### src/progressive_shift_cipher_core_defines.svh
// Assertion macros shared by the cipher core.
`ifndef PROGRESSIVE_SHIFT_CIPHER_CORE_DEFINES_SVH
`define PROGRESSIVE_SHIFT_CIPHER_CORE_DEFINES_SVH

// Same-cycle implication, checked only out of reset.
`define PSC_ASSERT_NOW(label, clk, rst_n, ante, cons, msg) \
  label: assert property (@(posedge clk) disable iff (!rst_n) (ante) |-> (cons)) \
    else $error(msg);

// Next-cycle implication, checked only out of reset.
`define PSC_ASSERT_NEXT(label, clk, rst_n, ante, cons, msg) \
  label: assert property (@(posedge clk) disable iff (!rst_n) (ante) |=> (cons)) \
    else $error(msg);

`endif

### src/psc_pkg.sv
`timescale 1ns / 1ps

package psc_pkg;

  typedef logic [7:0] char_t;
  typedef logic [4:0] lshift_t;
  typedef logic [3:0] dshift_t;

  typedef enum logic [1:0] {
    REG_BASE_SHIFT   = 2'd0,
    REG_SHIFT_STEP   = 2'd1,
    REG_ENCRYPT_MODE = 2'd2
  } reg_idx_t;

  localparam int unsigned CFG_ADDR_W = 4;
  localparam int unsigned CFG_DATA_W = 32;

  localparam char_t UPPER_FIRST = 8'd65;
  localparam char_t UPPER_LAST  = 8'd90;
  localparam char_t LOWER_FIRST = 8'd97;
  localparam char_t LOWER_LAST  = 8'd122;
  localparam char_t DIGIT_FIRST = 8'd48;
  localparam char_t DIGIT_LAST  = 8'd57;

  localparam logic [5:0] LETTER_SPAN = 6'd26;
  localparam logic [5:0] DIGIT_SPAN  = 6'd10;

  localparam char_t BASE_SHIFT_RST = 8'd3;
  localparam char_t SHIFT_STEP_RST = 8'd0;

  // Remainder by 26 through a reciprocal multiply and one correction step.
  function automatic lshift_t mod26(input char_t v);
    logic [15:0] prod;
    logic [3:0]  q;
    logic [7:0]  rem;
    prod = 16'(v) * 16'd158;
    q    = prod[15:12];
    rem  = v - 8'(q * 8'd26);
    if (rem >= 8'(LETTER_SPAN)) begin
      rem = rem - 8'(LETTER_SPAN);
    end
    return lshift_t'(rem);
  endfunction

  // Remainder by 10 through a reciprocal multiply and one correction step.
  function automatic dshift_t mod10(input char_t v);
    logic [15:0] prod;
    logic [4:0]  q;
    logic [7:0]  rem;
    prod = 16'(v) * 16'd205;
    q    = prod[15:11];
    rem  = v - 8'(q * 8'd10);
    if (rem >= 8'(DIGIT_SPAN)) begin
      rem = rem - 8'(DIGIT_SPAN);
    end
    return dshift_t'(rem);
  endfunction

  // Rotates a character within the range that starts at first and spans span codes.
  function automatic char_t rotate(input char_t c, input char_t first,
                                   input logic [5:0] span, input lshift_t s,
                                   input logic enc);
    logic [5:0] off;
    logic [5:0] sum;
    off = 6'(c - first);
    if (enc) begin
      sum = off + 6'(s);
    end else begin
      sum = off + span - 6'(s);
    end
    if (sum >= span) begin
      sum = sum - span;
    end
    return first + char_t'(sum);
  endfunction

endpackage

### src/progressive_shift_cipher_core.sv
// A word accepted at a rising edge is registered into out_char and appears after that edge.
// Throughput: one word per cycle while in_stall is low; the single output register frees itself when it is taken.
// The running letter and digit shifts are updated in the same cycle a word is accepted.
// Reset (synchronous, rst_n low) sets base_shift 3, shift_step 0, decrypt mode,
// both running shifts to 3 and clears the output valid flag.
`timescale 1ns / 1ps
`include "progressive_shift_cipher_core_defines.svh"

module progressive_shift_cipher_core (
  input  logic                              clk,
  input  logic                              rst_n,
  input  logic                              in_valid,
  output logic                              in_stall,
  input  logic [7:0]                        in_char,
  input  logic                              in_line_start,
  output logic                              out_valid,
  input  logic                              out_stall,
  output logic [7:0]                        out_char,
  input  logic                              psel,
  input  logic                              penable,
  input  logic                              pwrite,
  input  logic [psc_pkg::CFG_ADDR_W-1:0]    paddr,
  input  logic [psc_pkg::CFG_DATA_W-1:0]    pwdata,
  output logic [psc_pkg::CFG_DATA_W-1:0]    prdata,
  output logic                              pready
);

  psc_pkg::char_t   base_shift_r;
  psc_pkg::char_t   shift_step_r;
  logic             encrypt_mode_r;
  psc_pkg::lshift_t base_m26_r;
  psc_pkg::dshift_t base_m10_r;
  psc_pkg::lshift_t step_m26_r;
  psc_pkg::dshift_t step_m10_r;
  psc_pkg::lshift_t letter_shift_r, letter_shift_nxt;
  psc_pkg::dshift_t digit_shift_r, digit_shift_nxt;
  logic             out_valid_r, out_valid_nxt;
  psc_pkg::char_t   out_char_r, out_char_nxt;

  psc_pkg::reg_idx_t cfg_idx;
  psc_pkg::char_t    wr_byte;
  logic              cfg_wr;
  logic              in_acc;
  logic              is_upper, is_lower, is_digit, is_alnum;
  psc_pkg::lshift_t  eff_l;
  psc_pkg::dshift_t  eff_d;
  logic [5:0]        l_sum;
  logic [4:0]        d_sum;

  assign pready   = 1'b1;
  assign cfg_idx  = psc_pkg::reg_idx_t'(paddr[psc_pkg::CFG_ADDR_W-1:2]);
  assign wr_byte  = pwdata[7:0];
  assign cfg_wr   = psel && penable && pwrite;

  assign in_stall  = out_valid_r && out_stall;
  assign in_acc    = in_valid && !in_stall;
  assign out_valid = out_valid_r;
  assign out_char  = out_char_r;

  always_comb begin
    case (cfg_idx)
      psc_pkg::REG_BASE_SHIFT:   prdata = psc_pkg::CFG_DATA_W'(base_shift_r);
      psc_pkg::REG_SHIFT_STEP:   prdata = psc_pkg::CFG_DATA_W'(shift_step_r);
      psc_pkg::REG_ENCRYPT_MODE: prdata = psc_pkg::CFG_DATA_W'(encrypt_mode_r);
      default:                   prdata = '0;
    endcase
  end

  assign is_upper = (in_char >= psc_pkg::UPPER_FIRST) && (in_char <= psc_pkg::UPPER_LAST);
  assign is_lower = (in_char >= psc_pkg::LOWER_FIRST) && (in_char <= psc_pkg::LOWER_LAST);
  assign is_digit = (in_char >= psc_pkg::DIGIT_FIRST) && (in_char <= psc_pkg::DIGIT_LAST);
  assign is_alnum = is_upper || is_lower || is_digit;

  // A line start restarts the position count before this word is rotated.
  assign eff_l = in_line_start ? base_m26_r : letter_shift_r;
  assign eff_d = in_line_start ? base_m10_r : digit_shift_r;

  always_comb begin
    if (is_upper) begin
      out_char_nxt = psc_pkg::rotate(in_char, psc_pkg::UPPER_FIRST, psc_pkg::LETTER_SPAN,
                                     eff_l, encrypt_mode_r);
    end else if (is_lower) begin
      out_char_nxt = psc_pkg::rotate(in_char, psc_pkg::LOWER_FIRST, psc_pkg::LETTER_SPAN,
                                     eff_l, encrypt_mode_r);
    end else if (is_digit) begin
      out_char_nxt = psc_pkg::rotate(in_char, psc_pkg::DIGIT_FIRST, psc_pkg::DIGIT_SPAN,
                                     psc_pkg::lshift_t'(eff_d), encrypt_mode_r);
    end else begin
      out_char_nxt = in_char;
    end
  end

  always_comb begin
    l_sum = 6'(eff_l) + 6'(step_m26_r);
    if (l_sum >= psc_pkg::LETTER_SPAN) begin
      l_sum = l_sum - psc_pkg::LETTER_SPAN;
    end
    d_sum = 5'(eff_d) + 5'(step_m10_r);
    if (d_sum >= 5'(psc_pkg::DIGIT_SPAN)) begin
      d_sum = d_sum - 5'(psc_pkg::DIGIT_SPAN);
    end
  end

  // Writes to base_shift or shift_step take priority over the running state update.
  always_comb begin
    letter_shift_nxt = letter_shift_r;
    digit_shift_nxt  = digit_shift_r;
    if (cfg_wr && (cfg_idx == psc_pkg::REG_BASE_SHIFT)) begin
      letter_shift_nxt = psc_pkg::mod26(wr_byte);
      digit_shift_nxt  = psc_pkg::mod10(wr_byte);
    end else if (cfg_wr && (cfg_idx == psc_pkg::REG_SHIFT_STEP)) begin
      letter_shift_nxt = base_m26_r;
      digit_shift_nxt  = base_m10_r;
    end else if (in_acc) begin
      if (is_alnum) begin
        letter_shift_nxt = psc_pkg::lshift_t'(l_sum);
        digit_shift_nxt  = psc_pkg::dshift_t'(d_sum);
      end else begin
        letter_shift_nxt = eff_l;
        digit_shift_nxt  = eff_d;
      end
    end
  end

  always_comb begin
    out_valid_nxt = out_valid_r;
    if (in_acc) begin
      out_valid_nxt = 1'b1;
    end else if (!out_stall) begin
      out_valid_nxt = 1'b0;
    end
  end

  always_ff @(posedge clk) begin
    if (!rst_n) begin
      base_shift_r   <= psc_pkg::BASE_SHIFT_RST;
      shift_step_r   <= psc_pkg::SHIFT_STEP_RST;
      encrypt_mode_r <= 1'b0;
      base_m26_r     <= psc_pkg::mod26(psc_pkg::BASE_SHIFT_RST);
      base_m10_r     <= psc_pkg::mod10(psc_pkg::BASE_SHIFT_RST);
      step_m26_r     <= psc_pkg::mod26(psc_pkg::SHIFT_STEP_RST);
      step_m10_r     <= psc_pkg::mod10(psc_pkg::SHIFT_STEP_RST);
    end else if (cfg_wr) begin
      case (cfg_idx)
        psc_pkg::REG_BASE_SHIFT: begin
          base_shift_r <= wr_byte;
          base_m26_r   <= psc_pkg::mod26(wr_byte);
          base_m10_r   <= psc_pkg::mod10(wr_byte);
        end
        psc_pkg::REG_SHIFT_STEP: begin
          shift_step_r <= wr_byte;
          step_m26_r   <= psc_pkg::mod26(wr_byte);
          step_m10_r   <= psc_pkg::mod10(wr_byte);
        end
        psc_pkg::REG_ENCRYPT_MODE: begin
          encrypt_mode_r <= pwdata[0];
        end
        default: begin
        end
      endcase
    end
  end

  always_ff @(posedge clk) begin
    if (!rst_n) begin
      letter_shift_r <= psc_pkg::mod26(psc_pkg::BASE_SHIFT_RST);
      digit_shift_r  <= psc_pkg::mod10(psc_pkg::BASE_SHIFT_RST);
      out_valid_r    <= 1'b0;
    end else begin
      letter_shift_r <= letter_shift_nxt;
      digit_shift_r  <= digit_shift_nxt;
      out_valid_r    <= out_valid_nxt;
    end
  end

  always_ff @(posedge clk) begin
    if (in_acc) begin
      out_char_r <= out_char_nxt;
    end
  end

  `PSC_ASSERT_NEXT(a_accept_gives_word, clk, rst_n, in_acc, out_valid_r,
    "accepted word did not reach the output register")
  `PSC_ASSERT_NOW(a_shift_in_range, clk, rst_n, 1'b1,
    (letter_shift_r < 5'(psc_pkg::LETTER_SPAN)) && (digit_shift_r < 4'(psc_pkg::DIGIT_SPAN)),
    "running shift left its modular range")
  `PSC_ASSERT_NEXT(a_other_passes, clk, rst_n, in_acc && !is_alnum,
    out_char_r == $past(in_char), "non-alphanumeric word was altered")
  `PSC_ASSERT_NEXT(a_other_holds_shift, clk, rst_n,
    in_acc && !is_alnum && !in_line_start && !cfg_wr,
    $stable(letter_shift_r) && $stable(digit_shift_r),
    "non-alphanumeric word advanced the position count")

endmodule
### config.mk
export PLATFORM = sky130hd
export DESIGN_NAME = progressive_shift_cipher_core
export DESIGN_NICKNAME = d
export VERILOG_FILES = /design/src/psc_pkg.sv /design/src/progressive_shift_cipher_core.sv
export VERILOG_INCLUDE_DIRS = /design/src /design/src/src
export SDC_FILE = /design/constraint.sdc
export NUM_CORES = 1
export LEC_CHECK = 0
export BUFFER_PORTS_ARGS = -buffer_cell sky130_fd_sc_hd__buf_2
export CAP_MARGIN = 20
export CORE_AREA = 5 5 118 120
export CTS_CLUSTER_SIZE = 20
export DETAILED_ROUTE_END_ITERATION = 12
export DIE_AREA = 0 0 123 125
export PLACE_DENSITY = 0.84
export SKIP_LAST_GASP = 1
export SLEW_MARGIN = 5
export SYNTH_ARGS = -nofsm -noshare
export SYNTH_HDL_FRONTEND = slang
export SYNTH_SLANG_ARGS = --single-unit
### constraint.sdc
create_clock -name clk -period 21.4 [get_ports clk]
set_input_delay 3.21 -clock clk [delete_from_list [all_inputs] [get_ports clk]]
set_output_delay 3.21 -clock clk [all_outputs]
set_load 0.01 [all_outputs]
==> out/results.txt <==
Initial antenna violation count: 0
Synthesized flop and latch total: 49
Critical Path Max Stage Delay: 0.55 ns
FFs w/ async S/R, synth: 0%
H-tree depth: 2
Clk_skew: 0.0130 ns
Clock root cell: clkbuf_16
CTS resizes: 0
Vias/cell: 5.78
Slowest-stage cell, CP: fa_1
Row count: 42
Post-route DRC violation count: 0
CP most frequent cell: ha_1
Power Total: 0.933 mW
Die Span X: 123 µm
Reg-to-reg slack, setup: 16.93 ns
Logic pwr share: 79.0%
Hold path cells: 2
VDD IR max: 0.000153 V
Number of synthesized flops with an enable pin: 8
Number of global-route vias before repair: 6406
P&R area growth vs syn: 5.16%
Initial core utilization: 60.7%
Worst Setup Path Type: in2reg
Setup Viol. Count Final: 0
First-pass GRT wire length: 29100 µm
# hold bufs at CTS: 0
Antenna fix cells: 0
Clk buf depth: 2
Setup bufs post-CTS: 0
CP Capture Type: flop
R2r endpoint: out_char[6]
Layout cells sized above 1: 8.16%
Ys Warns: 0
Top cells by area, synth: ha_1, dfxtp_1, fa_1
Mapped cell area: 0.00781 mm²
R2r startpoint: letter_shift_r[0]
CP Max Fanout: 11
Setup TNS: 0 ns
Placer congestion estimate: 0.865
Sw frac: 49.2%
Most common cell in the netlist: ha_1
Post-Synthesis Cells: 945
Cell area after layout: 0.00822 mm²
Largest net degree at the start of global routing: 29
Yosys cell types: 87
Worst-skew pair later-pin latency: 0.30 ns
Fin. Hold Viols: 0
Synth cell count leaders: ha_1, inv_1, nand2_1, nor2_1, a21oi_1
Reg power frac: 11.0%
Setup crit start kind: primary input
# IOs: 95
HP Class: reg2reg
Final setup margin: 11.09 ns
FF-to-FF path depth: 18
Post-DP Area: 0.00803 mm²
Period utilisation layout: 48.2%
Status: complete, no violations
# port buffers: 43
Vias: 6615
Hold Crit Start: base_shift_r[6]
Total grt overflow: 0
Internal power: 0.474 mW
Die area: 0.0154 mm²
Drt first pass iters: 5
Routed length per instance: 15.2 µm
CTS tree: done
Vert. Die Dim: 125 µm
RSZ-0062 raised after global routing: no
Register Area: 0.00106 mm²
Largest area contributor in the netlist: ha_1
CTS buffer count: 5
Top-area cell type share of the netlist area: 24.0%
CTS sink cnt: 49
Total Wirelength: 17400 µm
Core area: 0.0129 mm²
Area of the multi-input gates: 0.00611 mm²
Average size of a mapped cell: 8.27 µm²
Leakage: 4.03 nW
Part of the Yosys area used for sequential elements: 13.6%
Minimum clock period: 10.31 ns
Final Slew Violations: 0
Final #Nets: 1203
Part of the power in the clock network: 10.1%
Clock slew at reported path FFs: 0.08 ns
Total GRT Usage: 22.4%
Relative slew slack: 30.3%
DP HPWL: 13800 µm
Pwr/cell area: 114 mW/mm²
DRT antenna net count: 0
1st-iter DRT viols: 490
Worst-Margin Slew: 1.04 ns
Primary FF master, synth: dfxtp_1
Fmax achieved: 97.0 MHz
Max-Cap Viols: 0
Setup WS pre-CTS: 10.82 ns
Hold path endpoint: base_shift_r[6]
NetSw: 0.459 mW
WP data required: 21.56 ns
Fill cell count: 1079
Worst EP arrival: 10.46 ns
worst max-delay path, delay by kind of cell:
kind	cells	cell delay (ns)
AOI/OAI and AO/OA	6	1.11
xor gates and xnor gates	2	0.45
adders and majority gates	9	3.48
buffers and inverters	5	0.42
muxes	1	0.18
and+or+nand+nor	8	1.60
worst max-delay path by stage:
stage	start	to
3_3_place_gp	pwdata[2]	digit_shift_r[1]
3_5_place_dp	pwdata[2]	digit_shift_r[3]
4_1_cts	pwdata[2]	digit_shift_r[3]
5_1_grt	pwdata[2]	digit_shift_r[1]
6_report	pwdata[2]	digit_shift_r[3]
2_1_floorplan	pwdata[1]	digit_shift_r[3]
cell usage in the layout (no fill, tap or decap), drive strengths merged, types with 16 or more instances in the layout:
master,netlist,layout
mux2i,29,29
buf,33,46
conb,2,25
xor2,16,16
inv,110,111
fa,34,34
o21ai,41,41
nand2,80,80
a21oi,60,60
dfxtp,41,41
a21o,16,16
nor2,66,66
ha,150,150
xnor2,33,33
sequential cells by signal, summed over array words and instances (netlist names):
| signal | count |
|---|---|
| base_m26_r | 4 |
| step_m10_r | 3 |
| encrypt_mode_r | 1 |
| out_valid | 1 |
| out_char | 8 |
| base_shift_r | 8 |
| letter_shift_r | 5 |
| step_m26_r | 4 |
| shift_step_r | 8 |
| base_m10_r | 3 |
| digit_shift_r | 4 |
routing by layer:
layer / part of all wire, % / GRT usage [%]
met5: 0 / 0
met4: 1.3 / 3.58
met3: 4.2 / 2.44
met2: 50 / 39.7
met1: 45 / 29.8
kinds of logic (layout without fill, tap and decap cells):
kind of cell             count (synthesis)  count (layout)  synth area share [%]
other                                    2              25                0.0961
XOR/XNOR                                49              49                  5.49
AO/OA/AOI/OAI                          214             214                  18.1
AND/OR/NAND/NOR                        243             243                  15.3
buffers and inverters                  165             165                  9.46
multiplexers                            39              39                  5.20
adder cells (fa/ha/maj)                184             184                  32.7
flip-flops                              49              49                  13.6
area by class of cell:
cell class,instances,share of cell area [%]
repair buffers,46,2.89
clock buffers,5,1.52
well taps,176,2.68
clock inverters,3,0.609
flip-flops and latches,49,12.9
inverters,111,5.07
multi-input cells,754,74.3
per-stage QoR:
step           std cells  hold slack (ns)  utilization [%]
2_1_floorplan        968            0.436                -
3_3_place_gp        1135            0.441             62.4
3_5_place_dp        1135            0.446             62.4
4_1_cts             1143            0.456             63.8
5_1_grt             1144            0.476             63.8
6_report            1144            0.458             63.8
power groups by stage:
| stage | registers (mW) | logic (mW) | clock network (mW) |
|---|---|---|---|
| after global placement | 0.104 | 0.697 | 0 |
| after detailed placement | 0.104 | 0.731 | 0 |
| after floorplan | 0.105 | 0.589 | 0 |
| after global routing | 0.103 | 0.836 | 0.0982 |
| after CTS | 0.102 | 0.738 | 0.0938 |
| final | 0.102 | 0.737 | 0.0940 |
No activity file was read; power rests on OpenSTA's default activity.
